===== config.mk =====
export PLATFORM = sky130hd
export DESIGN_NAME = multi_slot_software_timer_bank
export DESIGN_NICKNAME = d
export VERILOG_FILES = /design/src/rtl/mstb_pkg.sv /design/src/rtl/multi_slot_software_timer_bank.sv /design/src/rtl/mstb_slot_mem.sv /design/src/rtl/mstb_update.sv
export SDC_FILE = /design/constraint.sdc
export NUM_CORES = 2
export LEC_CHECK = 0
export ABC_AREA = 1
export BUFFER_PORTS_ARGS = -buffer_cell sky130_fd_sc_hd__clkbuf_2
export CORE_MARGIN = 2
export CORE_UTILIZATION = 40
export DETAILED_ROUTE_END_ITERATION = 6
export HOLD_SLACK_MARGIN = 0.12
export PLACE_DENSITY_LB_ADDON = 0.25
export SLEW_MARGIN = 20
export SYNTH_ARGS = -nofsm -noshare
export SYNTH_HDL_FRONTEND = slang
export SYNTH_SLANG_ARGS = --single-unit

===== constraint.sdc =====
create_clock -name clk -period 6.45 [get_ports clk]
set_input_delay 1.29 -clock clk [delete_from_list [all_inputs] [get_ports clk]]
set_output_delay 1.29 -clock clk [all_outputs]
set_load 0.03 [all_outputs]

===== src/rtl/mstb_pkg.sv =====
package mstb_pkg;

	localparam int unsigned NUM_TIMERS_DEF = 16;

	typedef enum logic [2:0] {
		CMD_TICK         = 3'd0,
		CMD_START        = 3'd1,
		CMD_DELETE       = 3'd2,
		CMD_PAUSE        = 3'd3,
		CMD_RESUME       = 3'd4,
		CMD_SET_PERIODIC = 3'd5,
		CMD_SET_ROUNDS   = 3'd6,
		CMD_READ_ROUNDS  = 3'd7
	} cmd_t;

	typedef enum logic [1:0] {
		KIND_EXPIRY = 2'd0,
		KIND_ACK    = 2'd1,
		KIND_DONE   = 2'd2
	} kind_t;

	typedef enum logic [1:0] {
		ST_IDLE,
		ST_ISSUE,
		ST_WAIT,
		ST_FINISH
	} state_t;

	typedef struct packed {
		logic [31:0]        period;
		logic signed [32:0] countdown;
		logic [15:0]        rounds;
		logic               paused;
		logic               repeat_on;
		logic               in_use;
	} entry_t;

	localparam entry_t ENTRY_RESET = '{
		period:    32'd0,
		countdown: 33'sd0,
		rounds:    16'd0,
		paused:    1'b0,
		repeat_on: 1'b1,
		in_use:    1'b0
	};

	// Per-slot operation travelling down the update pipeline.
	typedef struct packed {
		logic       valid;
		logic       last;
		logic       is_tick;
		logic       in_range;
		cmd_t       cmd;
		logic [3:0] slot;
	} op_t;

	// Command operands, held stable for the whole transaction.
	typedef struct packed {
		logic [31:0] elapsed;
		logic [31:0] product;
		logic        periodic;
		logic [15:0] rounds_value;
	} ctx_t;

	typedef struct packed {
		logic       valid;
		kind_t      kind;
		logic [3:0] slot;
		logic [15:0] rounds;
		logic       last;
		logic       fin;
	} res_t;

endpackage


===== src/rtl/multi_slot_software_timer_bank.sv =====
// Slot commands: the result passes the ISSUE state, both update stages and the output register; busy until write-back.
// Tick: one slot read per cycle from the slot memory, expiry results stream out in
// slot order, the done result follows; busy until the done result is registered.
// The read-modify-write pipeline is two stages deep; a new transaction waits for it.
// Reset clears all slots (via per-slot valid bits), the held clock and sets ticks
// per ms to 1; the result strobe cannot be stalled by the receiver.
module multi_slot_software_timer_bank #(
	parameter int unsigned NUM_TIMERS = mstb_pkg::NUM_TIMERS_DEF
) (
	input  logic        clk,
	input  logic        arst_n,
	input  logic        start,
	output logic        busy,
	input  logic [2:0]  cmd,
	input  logic [3:0]  timer_index,
	input  logic [31:0] clock_now,
	input  logic [15:0] time_ms,
	input  logic        periodic,
	input  logic [15:0] rounds_value,
	input  logic        cfg_valid,
	output logic        cfg_ready,
	input  logic [15:0] cfg_data,
	output logic        result_strobe,
	output logic [1:0]  kind,
	output logic [3:0]  slot,
	output logic [15:0] round_count,
	output logic        last
);
	import mstb_pkg::*;

	localparam int unsigned AW = (NUM_TIMERS > 1) ? $clog2(NUM_TIMERS) : 1;
	localparam int unsigned IW = ((AW > 4) ? AW : 4) + 1;

	state_t        state_q;
	state_t        state_nxt;
	logic [AW-1:0] cnt_q;
	logic [15:0]   ticks_per_ms_q;
	logic [31:0]   last_clock_q;
	logic          is_tick_q;
	cmd_t          cmd_q;
	logic [3:0]    idx_q;
	logic          in_range_q;
	logic [31:0]   elapsed_q;
	logic [31:0]   product_q;
	logic          periodic_q;
	logic [15:0]   rounds_value_q;

	logic          strobe_q;
	kind_t         kind_q;
	logic [3:0]    slot_q;
	logic [15:0]   rounds_q;
	logic          last_q;

	logic          accept;
	logic          issue_last;
	logic [31:0]   product;
	logic [IW-1:0] idx_ext;
	op_t           op_s0;
	logic [AW-1:0] addr_s0;
	logic          rd_en;
	ctx_t          ctx;
	entry_t        rd_data;
	logic          wr_en;
	logic [AW-1:0] wr_addr;
	entry_t        wr_data;
	res_t          res;

	assign accept    = start && !busy;
	assign cfg_ready = 1'b1;
	assign product   = time_ms * ticks_per_ms_q;
	assign idx_ext   = IW'(idx_q);

	always_ff @(posedge clk or negedge arst_n) begin
		if (!arst_n) begin
			state_q        <= ST_IDLE;
			cnt_q          <= '0;
			ticks_per_ms_q <= 16'd1;
			last_clock_q   <= '0;
			is_tick_q      <= 1'b0;
			strobe_q       <= 1'b0;
		end else begin
			state_q <= state_nxt;
			if (state_q == ST_ISSUE) begin
				cnt_q <= cnt_q + 1'b1;
			end else begin
				cnt_q <= '0;
			end
			if (cfg_valid && cfg_ready) begin
				ticks_per_ms_q <= cfg_data;
			end
			if (accept) begin
				is_tick_q <= (cmd_t'(cmd) == CMD_TICK);
				if (cmd_t'(cmd) == CMD_TICK) begin
					last_clock_q <= clock_now;
				end
			end
			strobe_q <= res.valid || (state_q == ST_FINISH);
		end
	end

	always_ff @(posedge clk) begin
		if (accept) begin
			cmd_q          <= cmd_t'(cmd);
			idx_q          <= timer_index;
			in_range_q     <= IW'(timer_index) < IW'(NUM_TIMERS);
			elapsed_q      <= clock_now - last_clock_q;
			product_q      <= product;
			periodic_q     <= periodic;
			rounds_value_q <= rounds_value;
		end
		if (state_q == ST_FINISH) begin
			kind_q   <= KIND_DONE;
			slot_q   <= '0;
			rounds_q <= '0;
			last_q   <= 1'b1;
		end else begin
			kind_q   <= res.kind;
			slot_q   <= res.slot;
			rounds_q <= res.rounds;
			last_q   <= res.last;
		end
	end

	assign issue_last = !is_tick_q || (cnt_q == AW'(NUM_TIMERS - 1));

	always_comb begin
		state_nxt = state_q;
		unique case (state_q)
			ST_IDLE:   if (accept) state_nxt = ST_ISSUE;
			ST_ISSUE:  if (issue_last) state_nxt = ST_WAIT;
			ST_WAIT:   if (res.fin) state_nxt = is_tick_q ? ST_FINISH : ST_IDLE;
			ST_FINISH: state_nxt = ST_IDLE;
		endcase
	end

	always_comb begin
		busy           = (state_q != ST_IDLE);
		op_s0.valid    = (state_q == ST_ISSUE);
		op_s0.last     = issue_last;
		op_s0.is_tick  = is_tick_q;
		op_s0.in_range = in_range_q;
		op_s0.cmd      = cmd_q;
		op_s0.slot     = is_tick_q ? 4'(cnt_q) : idx_q;
		addr_s0        = is_tick_q ? cnt_q : idx_ext[AW-1:0];
		rd_en          = op_s0.valid && (is_tick_q || in_range_q);
	end

	always_comb begin
		ctx.elapsed      = elapsed_q;
		ctx.product      = product_q;
		ctx.periodic     = periodic_q;
		ctx.rounds_value = rounds_value_q;
	end

	mstb_slot_mem #(
		.NUM_TIMERS (NUM_TIMERS),
		.AW         (AW)
	) u_mem (
		.clk     (clk),
		.arst_n  (arst_n),
		.rd_en   (rd_en),
		.rd_addr (addr_s0),
		.rd_data (rd_data),
		.wr_en   (wr_en),
		.wr_addr (wr_addr),
		.wr_data (wr_data)
	);

	mstb_update #(
		.AW (AW)
	) u_update (
		.clk     (clk),
		.arst_n  (arst_n),
		.op_s0   (op_s0),
		.addr_s0 (addr_s0),
		.ctx     (ctx),
		.rd_data (rd_data),
		.wr_en   (wr_en),
		.wr_addr (wr_addr),
		.wr_data (wr_data),
		.res     (res)
	);

	assign result_strobe = strobe_q;
	assign kind          = kind_q;
	assign slot          = slot_q;
	assign round_count   = rounds_q;
	assign last          = last_q;

`ifndef SYNTHESIS
	a_wr_only_busy: assert property (@(posedge clk) disable iff (!arst_n)
		wr_en |-> (state_q != ST_IDLE))
		else $error("slot memory written while no transaction is in progress");

	a_res_in_item: assert property (@(posedge clk) disable iff (!arst_n)
		res.valid |-> ((state_q == ST_ISSUE) || (state_q == ST_WAIT)))
		else $error("pipeline result outside a transaction");

	a_done_after_finish: assert property (@(posedge clk) disable iff (!arst_n)
		(strobe_q && (kind_q == KIND_DONE)) |-> ($past(state_q) == ST_FINISH))
		else $error("tick done result without finish state");

	a_accept_busy: assert property (@(posedge clk) disable iff (!arst_n)
		accept |=> busy)
		else $error("busy not raised after an accepted transaction");
`endif

endmodule


===== src/rtl/mstb_slot_mem.sv =====
module mstb_slot_mem #(
	parameter int unsigned NUM_TIMERS = 16,
	parameter int unsigned AW         = 4
) (
	input  logic             clk,
	input  logic             arst_n,
	input  logic             rd_en,
	input  logic [AW-1:0]    rd_addr,
	output mstb_pkg::entry_t rd_data,
	input  logic             wr_en,
	input  logic [AW-1:0]    wr_addr,
	input  mstb_pkg::entry_t wr_data
);
	import mstb_pkg::*;

	entry_t                mem [NUM_TIMERS];
	entry_t                rdata_q;
	logic                  rvalid_q;
	logic [NUM_TIMERS-1:0] valid_q;

	always_ff @(posedge clk) begin
		if (wr_en) begin
			mem[wr_addr] <= wr_data;
		end
		if (rd_en) begin
			rdata_q  <= mem[rd_addr];
			rvalid_q <= valid_q[rd_addr];
		end
	end

	// An entry never written since reset reads as the reset slot.
	always_ff @(posedge clk or negedge arst_n) begin
		if (!arst_n) begin
			valid_q <= '0;
		end else if (wr_en) begin
			valid_q[wr_addr] <= 1'b1;
		end
	end

	assign rd_data = rvalid_q ? rdata_q : ENTRY_RESET;

endmodule


===== src/rtl/mstb_update.sv =====
module mstb_update #(
	parameter int unsigned AW = 4
) (
	input  logic             clk,
	input  logic             arst_n,
	input  mstb_pkg::op_t    op_s0,
	input  logic [AW-1:0]    addr_s0,
	input  mstb_pkg::ctx_t   ctx,
	input  mstb_pkg::entry_t rd_data,
	output logic             wr_en,
	output logic [AW-1:0]    wr_addr,
	output mstb_pkg::entry_t wr_data,
	output mstb_pkg::res_t   res
);
	import mstb_pkg::*;

	op_t                op_s1;
	op_t                op_s2;
	logic [AW-1:0]      addr_s1;
	logic [AW-1:0]      addr_s2;
	entry_t             entry_s2;
	logic               active_s2;
	logic               expire_s2;

	entry_t             nxt;
	logic               active;
	logic               pos;
	logic               expire;
	logic signed [32:0] sub;
	logic               reload;

	always_ff @(posedge clk or negedge arst_n) begin
		if (!arst_n) begin
			op_s1 <= '0;
			op_s2 <= '0;
		end else begin
			op_s1 <= op_s0;
			op_s2 <= op_s1;
		end
	end

	always_ff @(posedge clk) begin
		addr_s1   <= addr_s0;
		addr_s2   <= addr_s1;
		entry_s2  <= nxt;
		active_s2 <= active;
		expire_s2 <= expire;
	end

	// First stage: countdown subtraction for a tick, field update for a command.
	always_comb begin
		nxt    = rd_data;
		active = rd_data.in_use & ~rd_data.paused;
		pos    = ~rd_data.countdown[32] && (rd_data.countdown != '0);
		sub    = rd_data.countdown - $signed({1'b0, ctx.elapsed});
		expire = 1'b0;
		if (op_s1.is_tick) begin
			if (active && pos) begin
				nxt.countdown = sub;
				if (sub[32] || (sub == '0)) begin
					expire     = 1'b1;
					nxt.rounds = rd_data.rounds + 16'd1;
				end
			end
		end else begin
			unique case (op_s1.cmd)
				CMD_START: begin
					nxt.period    = ctx.product;
					nxt.countdown = $signed({1'b0, ctx.product});
					nxt.rounds    = '0;
					nxt.paused    = 1'b0;
					nxt.in_use    = 1'b1;
				end
				CMD_DELETE:       nxt           = ENTRY_RESET;
				CMD_PAUSE:        nxt.paused    = 1'b1;
				CMD_RESUME:       nxt.paused    = 1'b0;
				CMD_SET_PERIODIC: nxt.repeat_on = ctx.periodic;
				CMD_SET_ROUNDS:   nxt.rounds    = ctx.rounds_value;
				CMD_READ_ROUNDS, CMD_TICK: nxt  = rd_data;
			endcase
		end
	end

	// Second stage: reload of an expired or exhausted countdown, then write back.
	always_comb begin
		reload  = active_s2 && (entry_s2.countdown[32] || (entry_s2.countdown == '0));
		wr_data = entry_s2;
		if (op_s2.is_tick && reload) begin
			wr_data.countdown = entry_s2.repeat_on ?
				entry_s2.countdown + $signed({1'b0, entry_s2.period}) : '0;
		end
		wr_addr = addr_s2;
		wr_en   = op_s2.valid && (op_s2.is_tick ? active_s2 :
			(op_s2.in_range && (op_s2.cmd != CMD_READ_ROUNDS)));
	end

	always_comb begin
		res.valid  = op_s2.valid && (!op_s2.is_tick || expire_s2);
		res.kind   = op_s2.is_tick ? KIND_EXPIRY : KIND_ACK;
		res.slot   = op_s2.slot;
		res.rounds = (op_s2.is_tick || op_s2.in_range) ? entry_s2.rounds : '0;
		res.last   = ~op_s2.is_tick;
		res.fin    = op_s2.valid && op_s2.last;
	end

endmodule

==> results by group <==
Logic synthesis
  – Syn. warnings: 0
  – Seq/Total Area, Yosys: between 60% and 70%
  – Post-synth EDFFs: 1517
  – Post-Syn Instances: around 7500
  – Netlist cell types: 58
  – Async SR Flop Fraction: under 10%
  – Synth Area per Inst: 10.88 µm²
  – Synth Register Bits: 1728
  – Netlist Area Pre-Place: slightly above 80000 µm²
  – Ys flop type: edfxtp_1

Cells and area
  – Final core occ: between 40% and 50%
  – Layout Nets: a little over 8000
  – Most common cell after layout, fill and taps aside: edfxtp_1
  – Layout cells sized above 1: 8.508%
  – # fillers: between 15000 and 20000
  – Area Growth Syn to Fin: 12.50%
  – Most frequent cells in the layout: 1517 x edfxtp_1, 1002 x nand2_1, 989 x o21ai_0

Route
  – Antenna Violating Nets Remaining: 0
  – Via density: 5.455
  – Total vias in the final route: approximately 57000
  – M1 WL: 105500 µm
  – Drt first pass iters: 6
  – DRT Wirelength: roughly 240000 µm
  – DRT iter0 DRCs: approximately 5700
  – Met2 wire len: approximately 110000 µm
  – DR top layer: met4
  – Drt wl/cell: 22.96 µm
  – Metal3 WL: between 15000 and 20000 µm
  – Residual DRC count: 0

Clock tree
  – CTS tree: yes
  – Clock latency on the worst-skew pair: 840 ps
  – Clock sink total: around 1700
  – Hold Buf Count CTS: 0
  – Clock buffer depth: 3
  – Post-CTS sizing: 0
  – H-tree Lvls: 4
  – Number of setup buffers added after CTS: 0
  – Root Buffer: clkbuf_16
  – CTS Buf Count: between 150 and 200
  – Clk pin slew, worst setup/hold paths: approximately 60 ps

Critical path
  – Worst path arrival time: approximately 6600 ps
  – Crit Path Class: flop to flop
  – Startpoint types: flop
  – Buf/Inv on CP: 4
  – Critical Path Sink Type: flop
  – Reg2reg setup slack: around 350 ps
  – Cell breakdown of the critical path: nand2_1, fa_1, fa_1, fa_1, inv_1, fa_1, inv_1, fa_1, inv_1, ha_1, ha_1, a21oi_1, nor2_1, a211oi_1, nor2_1, a2111oi_0, buf_4, o311ai_0, xor2_1
  – Crit path max-delay family: adder cells
  – CP max-delay cell: dfrtp_1
  – Required time of the critical path: about 7000 ps
  – Critical Path Fanout Max: 14
  – Critical path's largest stage delay: roughly 760 ps
  – Crit path top cell by count: fa_1

Timing
  – Endpoints failing setup: 0
  – Fmax: roughly 160 MHz
  – Tcrit/Tclk final: a little over nine tenths
  – Worst Tran Pin Value: ~1100 ps
  – Final setup TNS: 0 ps
  – RSZ-0062 raised after global routing: false
  – Minimum clock period: approximately 6000 ps
  – Clock Skew: between 50 and 60 ps
  – Rel. slew slack: between 20 and 25%
  – Final count of pins violating max slew: 0
  – Hold Violations, Final: 0

Placement
  – Post-detail-place hpwl: approximately 140000 µm
  – I/O Buffers: roughly 120
  – GP Congestion: 0.9287

Global routing
  – Vias in the first global route: about 55000
  – Initial antenna violation count: 2
  – GRT Total Usage: 22.52%
  – Total congestion overflow: 0
  – Global-route wire length before repair: approximately 360000 µm
  – Maximum number of pins on one net before global-route repair: roughly 200

Floorplan
  – IO Count: around 120
  – Row cnt: between 150 and 200
  – Die area: 208400 µm²
  – Initial Util: 40.12%
  – Die height: 456.5 µm
  – Die X: about 460 µm
  – Core area: 204200 µm²

Pwr
  – Static Leakage: between 30 and 40 nW
  – Pwr dens: about 520 nW/µm²
  – Max VDD drop: ~650 µV
  – Total power: just under 50 mW

Outcome
  – Status: finished clean

Hold path
  – Hold Path Class: flop to flop

Job
  – Max Cap Violations: 0
## report_power, final
part / internal (mW) / switching [mW]
sequential: 15.2 / 1.42
clock: 5.66 / 4.47
combinational: 7.98 / 13.4
## per-layer routing
metal	track usage, %	vias up
li1	-	26420
met1	31.89	28130
met5	0	-
met4	6.072	0
met2	36.45	1982
met3	2.982	327
## cells in the mapped netlist (all sizes together) (93+ instances only)
| library cell | number | share of area, % |
|---|---|---|
| dfrtp | 93 | 2.8 |
| ha | 201 | 3.1 |
| edfxtp | 1517 | 56 |
| nor2 | 414 | 1.9 |
| fa | 197 | 4.8 |
| nand2 | 1019 | 4.7 |
| nor3 | 155 | 0.95 |
| o21ai | 1004 | 6.1 |
| inv | 917 | 4.2 |
| clkbuf | 406 | 1.9 |
| dfxtp | 117 | 2.9 |
| a21oi | 856 | 5.2 |
| o221ai | 145 | 1.6 |
| nand3 | 93 | 0.57 |
## cell type report
cell class / instances / area (µm²) / area share (%)
Clock buffer: 245 / 4870 / 5.285
Timing Repair Buffer: 324 / 2678 / 2.906
Clock inverter: 90 / 882.1 / 0.9573
Antenna cell: 1 / 2.502 / 0.002716
Multi-Input combinational cell: 4428 / 26640 / 28.91
Tap cell: 2688 / 3363 / 3.650
Inverter: 919 / 3461 / 3.756
Sequential cell: 1728 / 50250 / 54.53
## cell families after synthesis
logic type	Yosys count	share of synthesized area [%]
AO/OA/AOI/OAI	2182	14.60
AND/OR/NAND/NOR	1742	8.627
flip-flops	1728	61.35
other	1	0.004578
adder cells (fa/ha/maj)	398	7.885
multiplexers	18	0.2459
buffers and inverters	1375	6.377
XOR/XNOR	86	0.9195
## sequential cells by signal, summed over array words and instances (netlist names), 32 cells and up
| register | count |
|---|---|
| u_update.entry_s2 | 33 |
| product_q | 32 |
| u_update.wr_data | 51 |
| u_mem.rdata_q | 84 |
| u_mem.mem | 1344 |
| last_clock_q | 32 |
| elapsed_q | 32 |
## metrics by stage
step | cell area (µm²) | hold slack [ps] | std cells | setup WS [ps]
floorplan | 81950 | 309.6 | 7531 | -102.3
global placement | 86370 | 311.8 | 10090 | -288.2
detailed placement | 86380 | 313.8 | 10090 | -409.7
CTS | 92130 | 328.0 | 10420 | 352.4
global route | 92150 | 332.2 | 10420 | 84.87
finish | 92150 | 326.2 | 10420 | 350.3
## worst register-to-register path: cells and delay by family, from the launching register on
kind	cells	cell delay [ps]
simple gates	3	380
flops	1	760
compound gates	4	1040
fa+ha+maj	7	3140
xor+xnor	1	180
buf+inv	4	340
## final timing paths
path | startpoint | to | cells past startpoint
worst max-delay path | ticks_per_ms_q[7] | product_q[30] | 19
worst min-delay path | u_update.addr_s1[1] | u_update.wr_addr[1] | 0
worst max register to register | ticks_per_ms_q[7] | product_q[30] | 19
worst min register to register | u_update.addr_s1[1] | u_update.wr_addr[1] | 0
max in group asynchronous | arst_n | u_update.op_s1[8] | 2
min in group asynchronous | arst_n | last_clock_q[18] | 1
(Power assumes the default switching activity.)
